<file path="config.mk">
export PLATFORM = sky130hd
export DESIGN_NAME = bb3_queue
export DESIGN_NICKNAME = d
export VERILOG_FILES = /design/src/rtl/bb3_pkg.sv /design/src/rtl/bb3_queue.sv
export SDC_FILE = /design/constraint.sdc
export NUM_CORES = 1
export LEC_CHECK = 0
export BUFFER_PORTS_ARGS = -buffer_cell sky130_fd_sc_hd__buf_2
export CAP_MARGIN = 10
export CORE_UTILIZATION = 30
export DETAILED_ROUTE_END_ITERATION = 10
export GPL_ROUTABILITY_DRIVEN = 0
export HOLD_SLACK_MARGIN = 0.02
export PLACE_DENSITY = 0.51
export SYNTH_ARGS = -nofsm -noshare
export SYNTH_HDL_FRONTEND = slang
export SYNTH_SLANG_ARGS = --single-unit
export TNS_END_PERCENT = 5
</file>
<file path="constraint.sdc">
create_clock -name clock -period 4.7 [get_ports clock]
set_clock_uncertainty 0.2 [all_clocks]
set_input_delay 0.47 -clock clock [delete_from_list [all_inputs] [get_ports clock]]
set_output_delay 0.47 -clock clock [all_outputs]
set_load 0.005 [all_outputs]
</file>
<file path="src/rtl/bb3_pkg.sv">
// bb3_pkg: shared constants, types and helpers for the 3x3 box blur core.
// Used by every module of the block; depends on nothing.
package bb3_pkg;

   localparam int MAX_WIDTH = 64;
   localparam int COL_W     = $clog2(MAX_WIDTH);
   localparam int WCFG_W    = $clog2(MAX_WIDTH + 1);
   localparam int ROW_W     = 16;
   localparam int ADDR_W    = $clog2(3 * MAX_WIDTH);
   localparam int PIX_W     = 24;

   // configuration register indexes
   localparam logic REG_WIDTH  = 1'b0;
   localparam logic REG_HEIGHT = 1'b1;

   // one accepted pixel with its position and the results it releases
   typedef struct packed {
      logic [7:0]       red;
      logic [7:0]       green;
      logic [7:0]       blue;
      logic [ROW_W-1:0] row;
      logic [COL_W-1:0] col;
      logic [1:0]       slot;
      logic [3:0]       mask;
   } cmd_type;

   function automatic logic [1:0] slot_dec(input logic [1:0] s);
      return (s == 2'd0) ? 2'd2 : s - 2'd1;
   endfunction

   function automatic logic [1:0] slot_inc(input logic [1:0] s);
      return (s == 2'd2) ? 2'd0 : s + 2'd1;
   endfunction

   // ceil(2^16 / count); exact floor division for dividends below 2^13
   function automatic logic [16:0] recip_of(input logic [3:0] c);
      logic [16:0] r;
      unique case (c)
         4'd1:    r = 17'd65536;
         4'd2:    r = 17'd32768;
         4'd3:    r = 17'd21846;
         4'd4:    r = 17'd16384;
         4'd5:    r = 17'd13108;
         4'd6:    r = 17'd10923;
         4'd7:    r = 17'd9363;
         4'd8:    r = 17'd8192;
         4'd9:    r = 17'd7282;
         default: r = 17'd0;
      endcase
      return r;
   endfunction

endpackage

</file>
<file path="src/rtl/bb3_queue.sv">
// bb3_queue: two-entry queue of classified pixels between front and back.
// Depends on bb3_pkg.
module bb3_queue (
   input  logic             clock,
   input  logic             reset,
   input  logic             push,
   input  bb3_pkg::cmd_type push_data,
   input  logic             pop,
   output bb3_pkg::cmd_type pop_data,
   output logic             full,
   output logic             empty
);
   import bb3_pkg::*;

   cmd_type    entry_ff [2];
   logic       wr_ptr_ff, rd_ptr_ff;
   logic [1:0] count_ff, count_in;

   assign full     = count_ff == 2'd2;
   assign empty    = count_ff == 2'd0;
   assign pop_data = entry_ff[rd_ptr_ff];

   always_comb begin
      count_in = count_ff;
      if (push && !pop) count_in = count_ff + 2'd1;
      else if (pop && !push) count_in = count_ff - 2'd1;
   end

   always_ff @(posedge clock) begin
      if (reset) begin
         wr_ptr_ff <= 1'b0;
         rd_ptr_ff <= 1'b0;
         count_ff  <= 2'd0;
      end else begin
         if (push) wr_ptr_ff <= !wr_ptr_ff;
         if (pop) rd_ptr_ff <= !rd_ptr_ff;
         count_ff <= count_in;
      end
   end

   // hold payload
   always_ff @(posedge clock) begin
      if (push) entry_ff[wr_ptr_ff] <= push_data;
   end

endmodule

</file>
== Word level (Yosys, flattened, before mapping) ==
Memory sizes are Yosys's and may differ from the RTL's. A register that Yosys moved wholly into a read port is not among the register bits.
Index checks and enable logic that the tools add are counted.

* Bits in writable memories: 104
* Memories: 1
* Bits in read-only memories: 0
* Logic and storage cells: 21
* Input port bits: 56
* Latch bits: 0
* Flip-flop bits (word level): 4

{| class="wikitable"
|+ Memories
! name !! words !! bits a word !! read ports !! clocked after memory_dff !! write ports !! line !! RTL
|-
| entry_ff || 2 || 52 || 1 || 1 || 1 || bb3_queue.sv:15 || <nowiki>cmd_type entry_ff [2];</nowiki>
|}

* Divide/modulo/power cells: 0
* Bitwise logic cells: 0
* $lt $le $gt $ge: 0
* Add/subtract/negate cells: 2
* Muxes and demuxes: 6
* Multiply operators: 0
* Shift operators: 0
* Equal/unequal tests: 1
* Reduce and logical (&&, ||, !) cells: 8

{| class="wikitable"
|+ Operator list
! kind !! number
|-
| 1-bit zero test || 4
|-
| 1-bit 2-to-1 mux || 4
|-
| 2-bit 2-to-1 mux || 2
|-
| 2-bit by 1-bit adder with 2-bit output (second input constant) || 1
|-
| 2-bit == test (second input constant) || 1
|-
| 1-bit logical AND || 2
|-
| 2-bit zero test || 1
|-
| 2-bit nonzero test || 1
|-
| 2-bit by 1-bit subtractor with 2-bit output (second input constant) || 1
|}

== Longest topological paths before layout ==
* Depth after elaboration: 4
* Depth in mapped cells: 5
* Gate-level depth less buffers: 5

== Least setup slack after synthesis ==
No wires, ideal clock.

* Path type: in2reg
* Start: input push
* End: memory entry_ff[0][0] (netlist name) (enable)
* Slack: 1.260 ns
* Required time: 4.032 ns
* Arrival: 2.772 ns
* Stages on the path: 1
* Buffers on the path: 0
* Cells stage by stage: nor2b_1

* Longest elaborated chain between the ends: 2

{| class="wikitable"
|+ RTL lines
! element !! line !! RTL
|-
| start, declared || bb3_queue.sv:6 || <nowiki>input logic push,</nowiki>
|-
| 1-bit 2-to-1 mux || bb3_queue.sv:43 || <nowiki>if (push) entry_ff[wr_ptr_ff] <= push_data;</nowiki>
|-
| 1-bit 2-to-1 mux (implied by the code) || bb3_queue.sv:43 ||
|-
| end, declared || bb3_queue.sv:15 ||
|}

Every way passes these cells.

==> summary.md <==
Pin placement for this block handled 110 I/O pins. The required time at the worst-slack endpoint is 4.03 ns. The worst min-delay path class was in -> reg. The violation count after the first detailed-routing iteration came out at 95. Across the run, the number of max-cap violations was 0.

The routed wire length is 6.92 mm, and the initial core utilization is 0.311. The tools report the number of global-route vias before repair as 1,981. Clock tree synthesis selected as its root buffer the cell sky130_fd_sc_hd__clkbuf_16. The die is 117 um tall. After detailed routing, the average wire length per cell comes to 14.5 um. For this block, the via count after detailed routing is 2,019. The tools report the post-CTS repair timing setup buffer count as 0. The mean cell area of the mapped netlist was 21.5 um^2. For the number of hold violations in the final report, the log shows 0.

The detailed-route vias per instance came out at 4.22. Synthesis inferred 109 register bits. The share of layout cells above drive strength 1 was 0.588. The total number of nets in the final design was 358. In this run the worst path has a maximum fanout of 29.

Global routing finished with a remaining overflow of 0. The gate count of the mapped netlist was 184; the count of cell types in the netlist was 16. For the minimum setup slack among reg-to-reg paths, the log shows 2.52 ns. TritonCTS built the clock tree. The run finished with clean final reports.

For the pin with the worst max-slew slack, the measured transition is 1.05 ns. Setup repair after global routing left no endpoint under its margin. In this run, post-CTS hold repair placed 0 buffers.

The worst path in the final design needs a cycle of 2.74 ns, including I/O delays and setup. For this design the ratio of total power to cell area is 415 mW/mm^2. The sequential-to-total area share from yosys stat was 0.814; the area added between synthesis and finish was 26.1%. In this run the critical register-to-register path is captured at entry_ff[1][28]. After detailed placement, the total cell area comes to 0.00471 mm^2. Detailed-router iteration count before antenna repair: 3. Relative max-transition margin: 0.299. After detailed routing, the number of remaining DRC violations is 0.

Static timing analysis puts the maximum clock frequency at 0.365 GHz. The global-route wire length before repair is 10.3 mm. The biggest area contributor in the post-synthesis netlist is sky130_fd_sc_hd__edfxtp_1. The run gives 0 ns as the final sum of negative setup slack.

The startpoint of the worst-slack reg-to-reg timing path is wr_ptr_ff. The top cell types in the final layout, fill and taps aside, are sky130_fd_sc_hd__buf_2, sky130_fd_sc_hd__edfxtp_1, sky130_fd_sc_hd__mux2_2. VDD sags by at most 0.000198 V. The critical path ends at pop_data[18]. STA classifies the critical path endpoint as an output port. The Yosys step of the flow raised 0 warnings.

The run gives 0.108 as the overall fraction of global-route tracks in use. The kind of launch point of the worst setup path was a flip-flop. Entering global routing, the biggest net connects 41 pins. Number of gates resized after CTS: 0.

Setup violations remaining at the end of the flow were counted as 0. Number of routed nets with antenna violations: 0. The run gives 0.34 ns as the insertion delay of the later-clocked pin in the worst-skew pair. The deepest level of the CTS H-tree was 3; the total leakage power was 1.85 nW. For the net count of the mapped netlist, the log shows 241.

Count of standard-cell rows: 41. The die extent in x was 117 um; the proportion of netlist area held by the largest area contributor was 0.789. The total clock buffers created by CTS is 9.

The core outline area is 0.0127 mm^2, and the count of pins over their slew limit is 0. The library cell used most frequently in the layout, excluding fill and tap cells, is sky130_fd_sc_hd__buf_2. The type of the worst setup path is reg -> out.

The cell area after synthesis is 0.00396 mm^2, and the number of I/O port buffers is 109. Sorting the synthesized cells by area gives the leading types as sky130_fd_sc_hd__edfxtp_1, sky130_fd_sc_hd__mux2_2, sky130_fd_sc_hd__dfxtp_1, sky130_fd_sc_hd__buf_4, sky130_fd_sc_hd__nor2_1. After clock tree synthesis, the clock-pin slew on the worst setup and hold paths is 0.07 ns. After routing the design area is 0.00499 mm^2. Ratio of final minimum period to clock period: 0.583. The count of cells along the worst register-to-register path works out to 2.

The maximum count of clock buffers along a single path was 2; the detailed-placement wirelength estimate was 4.53 mm. 0 antenna diodes ended up in the layout. The data arrival time of the worst path came out at 2.07 ns. The tree built by TritonCTS fans out to 109 sinks.

The die covers 0.0137 mm^2. The initial antenna violation count is 0, and the worst hold-check slack is 0.111 ns. The tools report the final core area utilization as 0.392.
where the power goes:
part	internal [mW]	total [mW]	switching, mW	leakage (nW)
Combinational	0.108	0.202	0.0937	0.698
Sequential	1.13	1.15	0.0226	1.02
Clock	0.407	0.716	0.310	0.135
synthesized netlist by cell type (all sizes together):
| cell type | count |
|---|---|
| xnor2 | 2 |
| nor2b | 1 |
| and2 | 1 |
| mux2 | 52 |
| ha | 1 |
| inv | 1 |
| a21oi | 1 |
| xor2 | 2 |
| buf | 6 |
| and2b | 1 |
| dfxtp | 5 |
| or3 | 1 |
| o21ai | 1 |
| nor2 | 5 |
| edfxtp | 104 |
state kept, by name, indices dropped and copies added, names as in the netlist, named ones only:
signal     cells
count_ff       2
entry_ff     104
rd_ptr_ff      1
wr_ptr_ff      1
critical path, cell delays in order, from the launching register on:
cell and delay [ns]:
sky130_fd_sc_hd__dfxtp_2 0.72, sky130_fd_sc_hd__buf_4 0.48, sky130_fd_sc_hd__mux2_2 0.39, sky130_fd_sc_hd__buf_2 0.13
final cells by class:
class	count	area, um^2
sequential	109	3220
multi-input combinational	68	698
inverter	1	3.75
timing repair buffer	112	568
fill	1250	7730
clock buffer	10	229
clock inverter	6	53.8
tap	172	215
worst min path at each step:
stage,start,endpoint,cells past startpoint
2_1_floorplan,count_ff[1],count_ff[1],2
3_3_place_gp,count_ff[1],count_ff[1],2
3_5_place_dp,count_ff[1],count_ff[1],2
4_1_cts,push_data[4],entry_ff[0][4],1
5_1_grt,push_data[0],entry_ff[1][0],1
6_report,push_data[4],entry_ff[1][4],1
logic make-up after synthesis:
family                   Yosys count  share of synthesized area
AO/OA/AOI/OAI                      2                    0.00253
buffers and inverters              7                     0.0117
multiplexers                      52                      0.148
flip-flops                       109                      0.814
adder cells (fa/ha/maj)            1                    0.00316
AND/OR/NAND/NOR                    9                     0.0117
XOR/XNOR                           4                    0.00885
per-layer routing:
layer,up-vias,track usage,share of wire,wire [um]
li1,950,-,-,-
met1,993,0.127,0.43,2990
met2,66,0.167,0.47,3270
met3,10,0.0494,0.080,551
met4,0,0.0506,0.017,115
met5,-,0,0,0
metrics by stage:
stage                     instances  worst slack (ns)  total power, mW
final                           478              1.96             2.07
after floorplan                 184              1.26             1.28
after global placement          462              2.25             1.38
after global routing            478              1.78             2.17
after detailed placement        462              2.24             1.38
after CTS                       478              1.86             2.11
Power figures use the tool's default switching activity.
