`src/rtl/bb3_pkg.sv`:
```
// bb3_pkg: shared constants, types and helpers for the 3x3 box blur core.
// Used by every module of the block; depends on nothing.
package bb3_pkg;

   localparam int MAX_WIDTH = 64;
   localparam int COL_W     = $clog2(MAX_WIDTH);
   localparam int WCFG_W    = $clog2(MAX_WIDTH + 1);
   localparam int ROW_W     = 16;
   localparam int ADDR_W    = $clog2(3 * MAX_WIDTH);
   localparam int PIX_W     = 24;

   // configuration register indexes
   localparam logic REG_WIDTH  = 1'b0;
   localparam logic REG_HEIGHT = 1'b1;

   // one accepted pixel with its position and the results it releases
   typedef struct packed {
      logic [7:0]       red;
      logic [7:0]       green;
      logic [7:0]       blue;
      logic [ROW_W-1:0] row;
      logic [COL_W-1:0] col;
      logic [1:0]       slot;
      logic [3:0]       mask;
   } cmd_type;

   function automatic logic [1:0] slot_dec(input logic [1:0] s);
      return (s == 2'd0) ? 2'd2 : s - 2'd1;
   endfunction

   function automatic logic [1:0] slot_inc(input logic [1:0] s);
      return (s == 2'd2) ? 2'd0 : s + 2'd1;
   endfunction

   // ceil(2^16 / count); exact floor division for dividends below 2^13
   function automatic logic [16:0] recip_of(input logic [3:0] c);
      logic [16:0] r;
      unique case (c)
         4'd1:    r = 17'd65536;
         4'd2:    r = 17'd32768;
         4'd3:    r = 17'd21846;
         4'd4:    r = 17'd16384;
         4'd5:    r = 17'd13108;
         4'd6:    r = 17'd10923;
         4'd7:    r = 17'd9363;
         4'd8:    r = 17'd8192;
         4'd9:    r = 17'd7282;
         default: r = 17'd0;
      endcase
      return r;
   endfunction

endpackage

```
`src/rtl/bb3_front.sv`:
```
// bb3_front: accepts pixels, tracks row/column/slot and classifies which
// results each pixel releases. Depends on bb3_pkg.
module bb3_front (
   input  logic                      clock,
   input  logic                      reset,
   input  logic                      req_valid,
   input  logic [7:0]                req_red,
   input  logic [7:0]                req_green,
   input  logic [7:0]                req_blue,
   output logic                      req_stall,
   input  logic [bb3_pkg::WCFG_W-1:0] eff_w,
   input  logic [bb3_pkg::ROW_W-1:0]  eff_h,
   input  logic                      q_full,
   output logic                      q_push,
   output bb3_pkg::cmd_type          q_data
);
   import bb3_pkg::*;

   logic [ROW_W-1:0] row_ff, row_in;
   logic [COL_W-1:0] col_ff, col_in;
   logic [1:0]       slot_ff, slot_in;
   logic             end_col, last_row, has_up, has_left;

   assign req_stall = q_full;
   assign q_push    = req_valid && !q_full;

   // classify the position of the incoming pixel
   always_comb begin
      end_col  = {1'b0, col_ff} >= (eff_w - WCFG_W'(1));
      last_row = row_ff >= (eff_h - ROW_W'(1));
      has_up   = row_ff != '0;
      has_left = col_ff != '0;
      q_data.red   = req_red;
      q_data.green = req_green;
      q_data.blue  = req_blue;
      q_data.row   = row_ff;
      q_data.col   = col_ff;
      q_data.slot  = slot_ff;
      q_data.mask  = {last_row && end_col, last_row && has_left,
                      has_up && end_col, has_up && has_left};
   end

   // advance the raster position on each beat
   always_comb begin
      row_in  = row_ff;
      col_in  = col_ff;
      slot_in = slot_ff;
      if (q_push) begin
         if (end_col) begin
            col_in = '0;
            if (last_row) begin
               row_in  = '0;
               slot_in = 2'd0;
            end else begin
               row_in  = row_ff + ROW_W'(1);
               slot_in = slot_inc(slot_ff);
            end
         end else begin
            col_in = col_ff + COL_W'(1);
         end
      end
   end

   always_ff @(posedge clock) begin
      if (reset) begin
         row_ff  <= '0;
         col_ff  <= '0;
         slot_ff <= 2'd0;
      end else begin
         row_ff  <= row_in;
         col_ff  <= col_in;
         slot_ff <= slot_in;
      end
   end

endmodule

```
`config.mk`:
```
export PLATFORM = sky130hd
export DESIGN_NAME = bb3_front
export DESIGN_NICKNAME = d
export VERILOG_FILES = /design/src/rtl/bb3_pkg.sv /design/src/rtl/bb3_front.sv
export SDC_FILE = /design/constraint.sdc
export NUM_CORES = 1
export LEC_CHECK = 0
export ABC_AREA = 1
export BUFFER_PORTS_ARGS = -buffer_cell sky130_fd_sc_hd__buf_2
export CAP_MARGIN = 5
export CORE_UTILIZATION = 50
export DETAILED_ROUTE_END_ITERATION = 6
export HOLD_SLACK_MARGIN = 0.08
export PLACE_DENSITY = 0.83
export SLEW_MARGIN = 30
export SYNTH_ARGS = -nofsm -noshare
export SYNTH_HDL_FRONTEND = slang
export SYNTH_SLANG_ARGS = --single-unit
```
`constraint.sdc`:
```
create_clock -name clock -period 2.8 [get_ports clock]
set_clock_uncertainty 0.1 [all_clocks]
set_input_delay 0.14 -clock clock [delete_from_list [all_inputs] [get_ports clock]]
set_output_delay 0.14 -clock clock [all_outputs]
set_load 0.1 [all_outputs]
```
# Yosys cells after proc, flatten, opt, wreduce, memory -nomap -nowiden
# Cells that the tools add are included.
classes:
  add_sub_neg: 5
  n_lt_le_gt_ge: 2
  n_eq_ne: 1
  n_mux: 4
  reduce_logical: 9
ops:
  columns: ["cell", "n"]
  rows:
  - ["$add 16x1->16 const B", 1]
  - ["$ge 16x16->1", 1]
  - ["$mux 16", 1]
  - ["$reduce_bool 16->1", 1]
  - ["$sub 16x1->16 const B", 1]
  - ["$ge 6x7->1", 1]
  - ["$sub 7x1->7 const B", 1]
  - ["$add 6x1->6 const B", 1]
  - ["$mux 6", 1]
  - ["$reduce_bool 6->1", 1]
  - ["$logic_and 1x1->1", 5]
  - ["$mux 2", 2]
  - ["$add 2x1->2 const B", 1]
  - ["$eq 2x2->1 const B", 1]
  - ["$reduce_and 2->1", 1]
  - ["$logic_not 1->1", 1]
word_totals:
  regBits: 24
  inputBits: 51
  output_inout_bits: 54
  word_cells: 24

# Longest topological paths before layout
# Gate-level depths: netlist of run 1.
logic_depth:
  word_depth: 3
  mapped_depth: 20
  mapped_depth_nobuf: 20

# Worst setup path after synthesis of run 1
# Ideal clock, no wire load.
synth_path:
  kind: "reg-to-output"
  start: "reg col_ff[0]"
  end: "out q_data[1] (netlist name)"
  arrival_ns: 3.264
  t_required_ns: 2.560
  slack_ns: -0.704
  path_stages_with_launch: 13
  path_buffers: 0
  cell_sequence: "dfxtp_1 -> inv_1 -> ha_1 -> inv_1 -> nand2_1 -> nand2_1 -> nand2_1 -> nand2_1 -> nand2_1 -> nand2_1 -> nand2_2 -> nand2_1 -> nor2_1"
synth_rtl:
  columns: ["item", "line", "text"]
  rows:
  - ["start, declared", "bb3_front.sv:20", "logic [COL_W-1:0] col_ff, col_in;"]
  - ["start signal, assigned", "bb3_front.sv:71", "col_ff <= col_in;"]
  - ["end, declared", "bb3_front.sv:15", "output bb3_pkg::cmd_type q_data"]

==> impl_metrics.tcl, run 1 <==
set metrics [dict create \
    switchingPower_mw 0.242 \
    yosysMostFrequentCell "nand2_1" \
    holdBufCountCts 0 \
    crit_family "simple AND/OR/NAND/NOR gates" \
    vias_per_cell 5.01 \
    drt.antenna.violating_nets 0 \
    place_congestion 0.891 \
    first_global_vias 2366 \
    num_rows 26 \
    hp-class "in2reg" \
    pwr-share-seq 0.449 \
    arrival_ns 2.50 \
    drc 0 \
    internal-power_mw 0.531 \
    cts_sinks 24 \
    firstDrtPassIters 4 \
    power_mw 0.773 \
    start_util 0.524 \
    synth.avg_cell_area_um2 6.39 \
    status "completed" \
    setup-violations-final 0 \
    wl_per_cell_um 11.7 \
    grt_pass1_wl_um 9810 \
    wirelength_um 6330 \
    synth_mux_area_frac 0 \
    numCtsBuffers 3 \
    path_class "in2out" \
    clockBufferDepth 2 \
    powerDensity_mw_per_mm2 241 \
    core_mm2 0.00517 \
    place_area_mm2 0.00298 \
    syn-cell-area_mm2 0.00271 \
    synth_top_family_by_area "simple AND/OR/NAND/NOR gates" \
    ir_drop_mv 0.165 \
    syn_inst 424 \
    synthArstFlopShare 0 \
    clkLatencyLatePin_ns 0.27 \
    clk_pin_slew_ns 0.09 \
    synthTopCellsByArea "dfxtp_1 18%, ha_1 13%, nand2_1 13%" \
    max_freq_ghz 0.364 \
    cpPeakStageDelay_ns 0.30 \
    fin_crit_sh 0.980 \
    cts_tree "done" \
    synth_compound_area_frac 0.0305 \
    place.port_buffers 56 \
    slew-limit-headroom 0.677 \
    diodes 0 \
    required_ns 2.56 \
    period_minus_slack_ns 2.74 \
    power_leakage_nw 1.73 \
    yosys.area_share.simple 0.399 \
    design_area_mm2 0.00320 \
    synth_fa_ha_area_frac 0.129 \
    worst_slack_ns 0.0555 \
    ys.flop_type "dfxtp_1" \
    antenna_found_initial 0 \
    synth_top_cell_by_area "dfxtp_1" \
    holdWs_ns 0.0945 \
    track_usage 0.219 \
    layout.nets 551 \
    start_kind "input pin" \
    cp-end-kind "output port" \
    yosys-top-cells-count "92 x nand2_1, 67 x inv_1, 64 x nor2_1" \
    die_y_um 75.6 \
    num_io_pins 105 \
    synth.yosys.seq_area_share 0.177 \
    cp_max_fo 5 \
    cts_root_buf "clkbuf_8" \
    worstPathCellList "buf_2 > nor2_2 > nand2_2 > nor2_4 > nand2_2 > nor2_4 > nand2_2 > nor2_4 > buf_4 > buf_4 > xor2_1 > ha_1 > a21oi_2 > o21ai_1 > nor2_4 > nand3_4 > nand2_2 > clkinvlp_4 > buf_12" \
    grt_max_degree 18 \
    pwr-share-comb 0.235 \
    die_area_mm2 0.00572 \
    drive_gt1_frac 0.263 \
    ys_seq_elements 24 \
    critical_path_buf_inv_count 5 \
    switching_share 0.313 \
    p_clk_frac 0.316 \
    htree_levels 1 \
    cap_violations 0 \
    fillers 446 \
    post-dp-hpwl_um 4860 \
    synth-xor-area-share 0.0873 \
    die_width_um 75.6 \
    crit_slowest_cell "ha_1" \
    dpl_worst_slack_ns -0.0723 \
    num_vias 2708 \
    synth_edf_count 0 \
    slew_viol_final 0 \
    setup_tns_ns 0 \
    syn_nets 503 \
    yosys_warnings 0 \
    yosysTopAreaCellShare 0.177 \
    area_growth_pct 18.2 \
    synth_cell_types 30 \
    hold_viol_final 0 \
    worst_pin_slew_ns 0.484 \
    first_iter_violations 154 \
    overflow 0 \
]
-- worst register-to-register path, stage by stage (launching register included) --
cell and delay (ns):
dfxtp_1 0.56, ha_1 0.31, nand2_1 0.06, inv_1 0.05
nand2_1 0.09, a21oi_2 0.07, nor2_4 0.14, nand3_4 0.13
buf_4 0.16, nor2_2 0.20, nor2_4 0.09, nor2_1 0.10
-- through the flow --
step,instances,util
2_1_floorplan,424,-
3_3_place_gp,531,0.575
3_5_place_dp,531,0.575
4_1_cts,536,0.591
5_1_grt,541,0.619
6_report,541,0.619
-- flip-flops by register name, summed over array words and instances (netlist names) --
| register | flops |
|---|---|
| row_ff | 16 |
| col_ff | 6 |
| slot_ff | 2 |
-- power by group through the flow --
stage / sequential (mW) / clock (mW) / combinational [mW]
floorplan: 0.372 / 0 / 0.262
global placement: 0.355 / 0 / 0.164
detailed placement: 0.355 / 0 / 0.169
CTS: 0.347 / 0.244 / 0.171
global route: 0.347 / 0.256 / 0.203
finish: 0.347 / 0.245 / 0.182
-- cell usage in the layout (no fill, tap or decap), types with 3 or more instances in the layout --
cell | Yosys | layout
a21oi_1 | 11 | 9
buf_2 | 1 | 54
buf_4 | 25 | 16
clkbuf_8 | 0 | 4
dfxtp_1 | 24 | 23
ha_1 | 28 | 26
inv_1 | 67 | 64
inv_2 | 2 | 3
nand2_1 | 92 | 86
nand2_2 | 7 | 12
nand3_1 | 18 | 15
nand3_4 | 1 | 4
nand4_1 | 24 | 24
nor2_1 | 64 | 58
nor2_2 | 7 | 8
nor2_4 | 2 | 7
nor3_1 | 5 | 4
nor3_4 | 2 | 3
o21ai_0 | 3 | 3
xnor2_1 | 13 | 13
xor2_1 | 14 | 14
-- area by class of cell --
type / count / area [um2] / share of cell area
timing repair buffer: 72 / 430 / 0.134
inverter: 69 / 267 / 0.0832
multi-input combinational: 302 / 1880 / 0.587
sequential: 24 / 482 / 0.150
tap: 70 / 87.6 / 0.0273
clock buffer: 4 / 55.1 / 0.0172
-- repair_timing --
item / in CTS / in global routing
setup endpoints to repair: 2 / 2
buffers inserted: 1 / 5
resized for setup: 4 / 25
endpoints found under the hold margin: 0 / 0
pin swaps: 3 / 11
-- final timing paths --
| check | cells after the start | slack [ns] | from | endpoint |
|---|---|---|---|---|
| setup / recovery | 19 | 0.06 | eff_h[4] | q_data[2] |
| hold / removal | 2 | 0.09 | reset | row_ff[2]$_SDFFE_PP0P_ |
| setup reg to reg | 11 | 0.68 | row_ff[10]$_SDFFE_PP0P_ | row_ff[9]$_SDFFE_PP0P_ |
| hold reg to reg | 2 | 0.39 | slot_ff[0]$_SDFFE_PP0P_ | slot_ff[0]$_SDFFE_PP0P_ |
-- kinds of logic (layout without fill, tap and decap cells) --
family / after synthesis / count (layout)
AND/OR/NAND/NOR: 231 / 231
buffers and inverters: 98 / 145
adder cells (fa/ha/maj): 28 / 28
XOR/XNOR: 27 / 27
flip-flops: 24 / 24
AO/OA/AOI/OAI: 16 / 16
-- metal layers --
metal  routed length (um)  global-route usage  vias up
met2                 3190               0.379       76
met3                  370              0.0370       15
met1                 2620               0.269     1216
met4                  147              0.0926        0
li1                     -                   -     1401
met5                    0                   0        -
(Power assumes the default switching activity.)
==> run 2, diff against run 1 <==
--- a/config.mk
+++ b/config.mk
@@ -8,6 +8,7 @@
 export ABC_AREA = 1
 export BUFFER_PORTS_ARGS = -buffer_cell sky130_fd_sc_hd__buf_2
 export CAP_MARGIN = 5
+export CORE_ASPECT_RATIO = 0.9
 export CORE_UTILIZATION = 50
 export DETAILED_ROUTE_END_ITERATION = 6
 export HOLD_SLACK_MARGIN = 0.08
==> run 2 against run 1 <==
Sequential share of layout area down 0.076 points. Cell count stayed put. Non-clock buffer count up 3. Flip-flop and latch count unchanged. Sequential power about the same.
==> impl_metrics.tcl, run 2 (synthesis results as in run 1) <==
set metrics [dict create \
    worst_pin_slew_ns 0.564 \
    crit_slowest_cell "ha_1" \
    cp-end-kind "output port" \
    period_minus_slack_ns 2.76 \
    wl_per_cell_um 12.9 \
    worstPathCellList "buf_2 > nor2_2 > nand2_1 > nor2_2 > nand2_2 > nor2_4 > nand2_2 > nor2_4 > buf_4 > xor2_2 > ha_1 > a21oi_1 > o21ai_1 > nor2_4 > nand3_4 > nand2_4 > clkinvlp_4 > buf_12" \
    placed_cells 530 \
    clk_pin_slew_ns 0.09 \
    switching_share 0.288 \
    track_usage 0.233 \
    start_kind "input pin" \
    fin_crit_sh 0.985 \
    grt_pass1_wl_um 10700 \
    cp_max_fo 4 \
    largest_reg_flops 16 \
    mostFrequentLayoutCell "nand2_1" \
    cts_sinks 24 \
    layout.nets 554 \
    drive_gt1_frac 0.259 \
    cpPeakStageDelay_ns 0.29 \
    die_y_um 71.8 \
    setup_tns_ns 0 \
    status "completed" \
    num_vias 2816 \
    rsz0062_at_grt "yes" \
    final_cells 541 \
    cap_violations 0 \
    most-common-layout-cells "87 x nand2_1, 64 x inv_1, 60 x nor2_1" \
    power_mw 0.839 \
    firstDrtPassIters 4 \
    first_iter_violations 231 \
    first_global_vias 2427 \
    internal-power_mw 0.597 \
    hp-class "in2reg" \
    core_mm2 0.00522 \
    die_area_mm2 0.00572 \
    powerDensity_mw_per_mm2 261 \
    die_width_um 79.6 \
    slew-limit-headroom 0.624 \
    max_freq_ghz 0.363 \
    grt_max_degree 18 \
    start_util 0.519 \
    ir_drop_mv 0.186 \
    num_rows 25 \
    wirelength_um 6970 \
    drc 0 \
    path_common_cell "nor2_4" \
    power_leakage_nw 1.77 \
    numCtsBuffers 3 \
    vias_per_cell 5.21 \
    cts_tree "done" \
    p_clk_frac 0.369 \
    diodes 0 \
    clkLatencyLatePin_ns 0.27 \
    num_io_pins 105 \
    overflow 0 \
    setup-violations-final 0 \
    clockBufferDepth 2 \
    required_ns 2.56 \
    area_growth_pct 18.8 \
    slew_viol_final 0 \
    top_register "row_ff" \
    arrival_ns 2.52 \
    critical_path_buf_inv_count 4 \
    cts_root_buf "clkbuf_8" \
    drt.antenna.violating_nets 0 \
    antenna_found_initial 0 \
    post-dp-hpwl_um 4990 \
    htree_levels 1 \
    place_congestion 0.834 \
    pwr-share-seq 0.414 \
    crit_family "simple AND/OR/NAND/NOR gates" \
    reg_top3 "row_ff: 16 flops, col_ff: 6 flops, slot_ff: 2 flops" \
    hold_viol_final 0 \
    holdWs_ns 0.0949 \
    switchingPower_mw 0.241 \
    path_class "in2out" \
    pwr-share-comb 0.218 \
    place.port_buffers 56 \
]
## run 2: worst paths after layout
kind	startpoint	to	slack, ns	depth (start not counted)
min	reset	row_ff[6]$_SDFFE_PP0P_	0.09	2
min reg2reg	slot_ff[0]$_SDFFE_PP0P_	slot_ff[0]$_SDFFE_PP0P_	0.39	2
max	eff_h[1]	q_data[2]	0.04	18
max reg2reg	row_ff[11]$_SDFFE_PP0P_	row_ff[9]$_SDFFE_PP0P_	0.61	9
## run 2: power groups by stage
stage	registers [mW]	logic [mW]	clock network [mW]
after floorplan	0.372	0.262	0
after global placement	0.355	0.165	0
after detailed placement	0.355	0.171	0
after CTS	0.347	0.173	0.315
after global routing	0.347	0.203	0.328
final	0.347	0.183	0.309
## run 2: final cells by class
type	instances	area, um2
multi-input cells	302	1860
flip-flops and latches	24	482
fillers	432	2000
repair buffers	75	457
well taps	67	83.8
inverters	69	267
clock buffers	3	41.3
clock inverters	1	30.0
## run 2: through the flow
step | area, um2 | util | setup WS, ns
floorplan | 2720 | - | -0.0606
global placement | 2990 | 0.572 | 0.0241
detailed placement | 2990 | 0.572 | -0.0546
CTS | 3120 | 0.596 | 0.0107
global route | 3220 | 0.616 | -0.107
finish | 3220 | 0.616 | 0.0433
## run 2: worst reg2reg max path: stages (launching register included)
cell     delay, ns
dfxtp_1       0.46
ha_1          0.31
a21oi_1       0.26
a21oi_2       0.12
nor2_4        0.13
nand3_4       0.14
buf_4         0.17
nor2_2        0.23
nor2_4        0.10
nor2_1        0.12
## run 2: repair_timing
| item | in CTS | in global routing |
|---|---|---|
| cloned | 0 | 0 |
| pin swaps | 2 | 8 |
| buffers inserted | 5 | 3 |
| gates resized for setup | 5 | 18 |
| setup endpoints to repair | 2 | 2 |
| hold buffers | 0 | 0 |
## run 2: metal layers
| metal | vias to the layer above | GRT usage | routed length, um |
|---|---|---|---|
| met2 | 116 | 0.380 | 3370 |
| li1 | 1411 | - | - |
| met4 | 0 | 0.0646 | 178 |
| met1 | 1263 | 0.315 | 2990 |
| met3 | 26 | 0.0408 | 430 |
| met5 | - | 0 | 0 |
==> run 3, diff against run 2 <==
--- a/config.mk
+++ b/config.mk
@@ -8,7 +8,7 @@
 export ABC_AREA = 1
 export BUFFER_PORTS_ARGS = -buffer_cell sky130_fd_sc_hd__buf_2
 export CAP_MARGIN = 5
-export CORE_ASPECT_RATIO = 0.9
+export CORE_ASPECT_RATIO = 0.5
 export CORE_UTILIZATION = 50
 export DETAILED_ROUTE_END_ITERATION = 6
 export HOLD_SLACK_MARGIN = 0.08
==> run 3 against run 2 <==
Flip-flop and latch count did not move. Cell count fell by 0.18%. Register-to-register slack improved by 0.08 ns. Maximum frequency rose by 1.7%. Critical path type unchanged.
==> impl_metrics.tcl, run 3 (synthesis results as in run 1) <==
set metrics [dict create \
    clkLatencyLatePin_ns 0.26 \
    place_congestion 0.860 \
    holdBufCountCts 0 \
    place.port_buffers 56 \
    drive_gt1_frac 0.262 \
    layout.nets 551 \
    holdWs_ns 0.109 \
    cap_violations 0 \
    numCtsBuffers 3 \
    pwr-share-comb 0.253 \
    area_growth_pct 18.0 \
    top_register "row_ff" \
    place_area_mm2 0.00300 \
    core_mm2 0.00507 \
    wl_per_cell_um 11.5 \
    cp_max_fo 4 \
    wl_met1_um 2870 \
    antenna_found_initial 0 \
    mostFrequentLayoutCell "nand2_1" \
    highest_layer "met4" \
    crit_slowest_cell "ha_4" \
    setup_tns_ns 0 \
    start_kind "input pin" \
    cts_tree "done" \
    slew_viol_final 0 \
    period_minus_slack_ns 2.71 \
    drc 0 \
    num_rows 18 \
    setup-violations-final 0 \
    die_y_um 54.0 \
    path_class "in2out" \
    path_common_cell "nand2_2" \
    start_util 0.535 \
    num_vias 2666 \
    die_width_um 106 \
    die_area_mm2 0.00573 \
    fin_crit_sh 0.968 \
    most-common-layout-cells "86 x nand2_1, 64 x inv_1, 58 x nor2_1" \
    first_global_vias 2231 \
    cts_sinks 24 \
    cp-end-kind "output port" \
    max_freq_ghz 0.369 \
    wl_met2_um 2890 \
    placed_cells 534 \
    reg_top3 "row_ff: 16 flops, col_ff: 6 flops, slot_ff: 2 flops" \
    switchingPower_mw 0.233 \
    num_io_pins 105 \
    worstPathCellList "buf_2 > nor2_2 > nand2_2 > nor2_4 > nand2_2 > nor2_4 > nand2_2 > nor2_2 > nand3_1 > xnor2_1 > inv_1 > ha_4 > nand2_2 > inv_2 > nand3_4 > a21oi_2 > nor2_4 > nand3_4 > nand2_4 > clkinvlp_4 > buf_12" \
    p_clk_frac 0.277 \
    drt.antenna.violating_nets 0 \
    cpPeakStageDelay_ns 0.27 \
    htree_levels 1 \
    wl_met3_um 424 \
    required_ns 2.56 \
    clk_pin_slew_ns 0.09 \
    largest_reg_flops 16 \
    status "completed" \
    power_leakage_nw 1.74 \
    powerDensity_mw_per_mm2 231 \
    post-dp-hpwl_um 4820 \
    hold_viol_final 0 \
    track_usage 0.216 \
    arrival_ns 2.47 \
    switching_share 0.316 \
    worst_pin_slew_ns 0.494 \
    slew-limit-headroom 0.673 \
    crit_family "simple AND/OR/NAND/NOR gates" \
    design_area_mm2 0.00320 \
    overflow 0 \
    pwr-share-seq 0.470 \
    vias_per_cell 4.94 \
    ir_drop_mv 0.298 \
    internal-power_mw 0.505 \
    critical_path_buf_inv_count 5 \
    firstDrtPassIters 4 \
    hp-class "in2reg" \
    grt_pass1_wl_um 9830 \
    clockBufferDepth 2 \
    cts_root_buf "clkbuf_8" \
    grt_max_degree 21 \
    wirelength_um 6240 \
    final_cells 540 \
    first_iter_violations 147 \
    diodes 0 \
]
==> run 3: cell count changes in the layout (fill, tap and decap cells not counted) <==
cell,delta
nor2_1,-2
nor2_4,+2
bufinv_16,-1
buf_4,-2
nand2_2,+1
xor2_2,+1
xnor2_1,+1
xnor2_2,-1
buf_6,-1
ha_1,-1
xor2_1,-1
ha_4,+1
nand2_1,-1
==> run 3: worst register-to-register path: cells and delay by family, from the launching register on <==
family | cells | cell delay, ns
flops | 1 | 0.47
fa+ha+maj | 1 | 0.30
simple gates | 11 | 0.75
buf+inv | 4 | 0.39
==> run 3: metal layers <==
metal | up-vias | track usage
li1 | 1405 | -
met1 | 1175 | 0.276
met2 | 80 | 0.388
met3 | 6 | 0.0424
met4 | 0 | 0.0463
met5 | - | 0
==> run 3: area by class of cell <==
cell class	count	area [um2]
inverter	69	267
tap	70	87.6
multi-input combinational	302	1890
timing repair buffer	72	430
fill	496	1870
sequential	24	482
clock buffer	3	41.3
==> run 3: final timing paths <==
check,slack [ns],cells after the start,end,from
worst min register to register,0.38,2,slot_ff[1]$_SDFFE_PP0P_,slot_ff[1]$_SDFFE_PP0P_
worst max register to register,0.69,16,row_ff[0]$_SDFFE_PP0P_,col_ff[2]$_SDFFE_PP0P_
worst max-delay path,0.09,21,q_data[2],eff_h[3]
worst min-delay path,0.11,2,row_ff[2]$_SDFFE_PP0P_,reset
==> run 3: power by group through the flow <==
stage / clock network (mW) / logic, mW / registers (mW)
2_1_floorplan: 0 / 0.262 / 0.372
3_3_place_gp: 0 / 0.168 / 0.355
3_5_place_dp: 0 / 0.172 / 0.355
4_1_cts: 0.210 / 0.175 / 0.347
5_1_grt: 0.224 / 0.208 / 0.347
6_report: 0.205 / 0.187 / 0.347
==> run 3: what timing repair did <==
item,in CTS,in global routing
pin swaps,2,12
setup buffers,1,2
gates resized for setup,7,22
endpoints found under the setup margin,2,2
==> run 3: through the flow <==
step | setup WS [ns] | total power [mW] | utilization
CTS | 0.000643 | 0.731 | 0.607
finish | 0.0882 | 0.738 | 0.631
global placement | -0.00563 | 0.523 | 0.592
floorplan | -0.0606 | 0.634 | -
detailed placement | -0.0621 | 0.527 | 0.592
global route | -0.0471 | 0.780 | 0.631
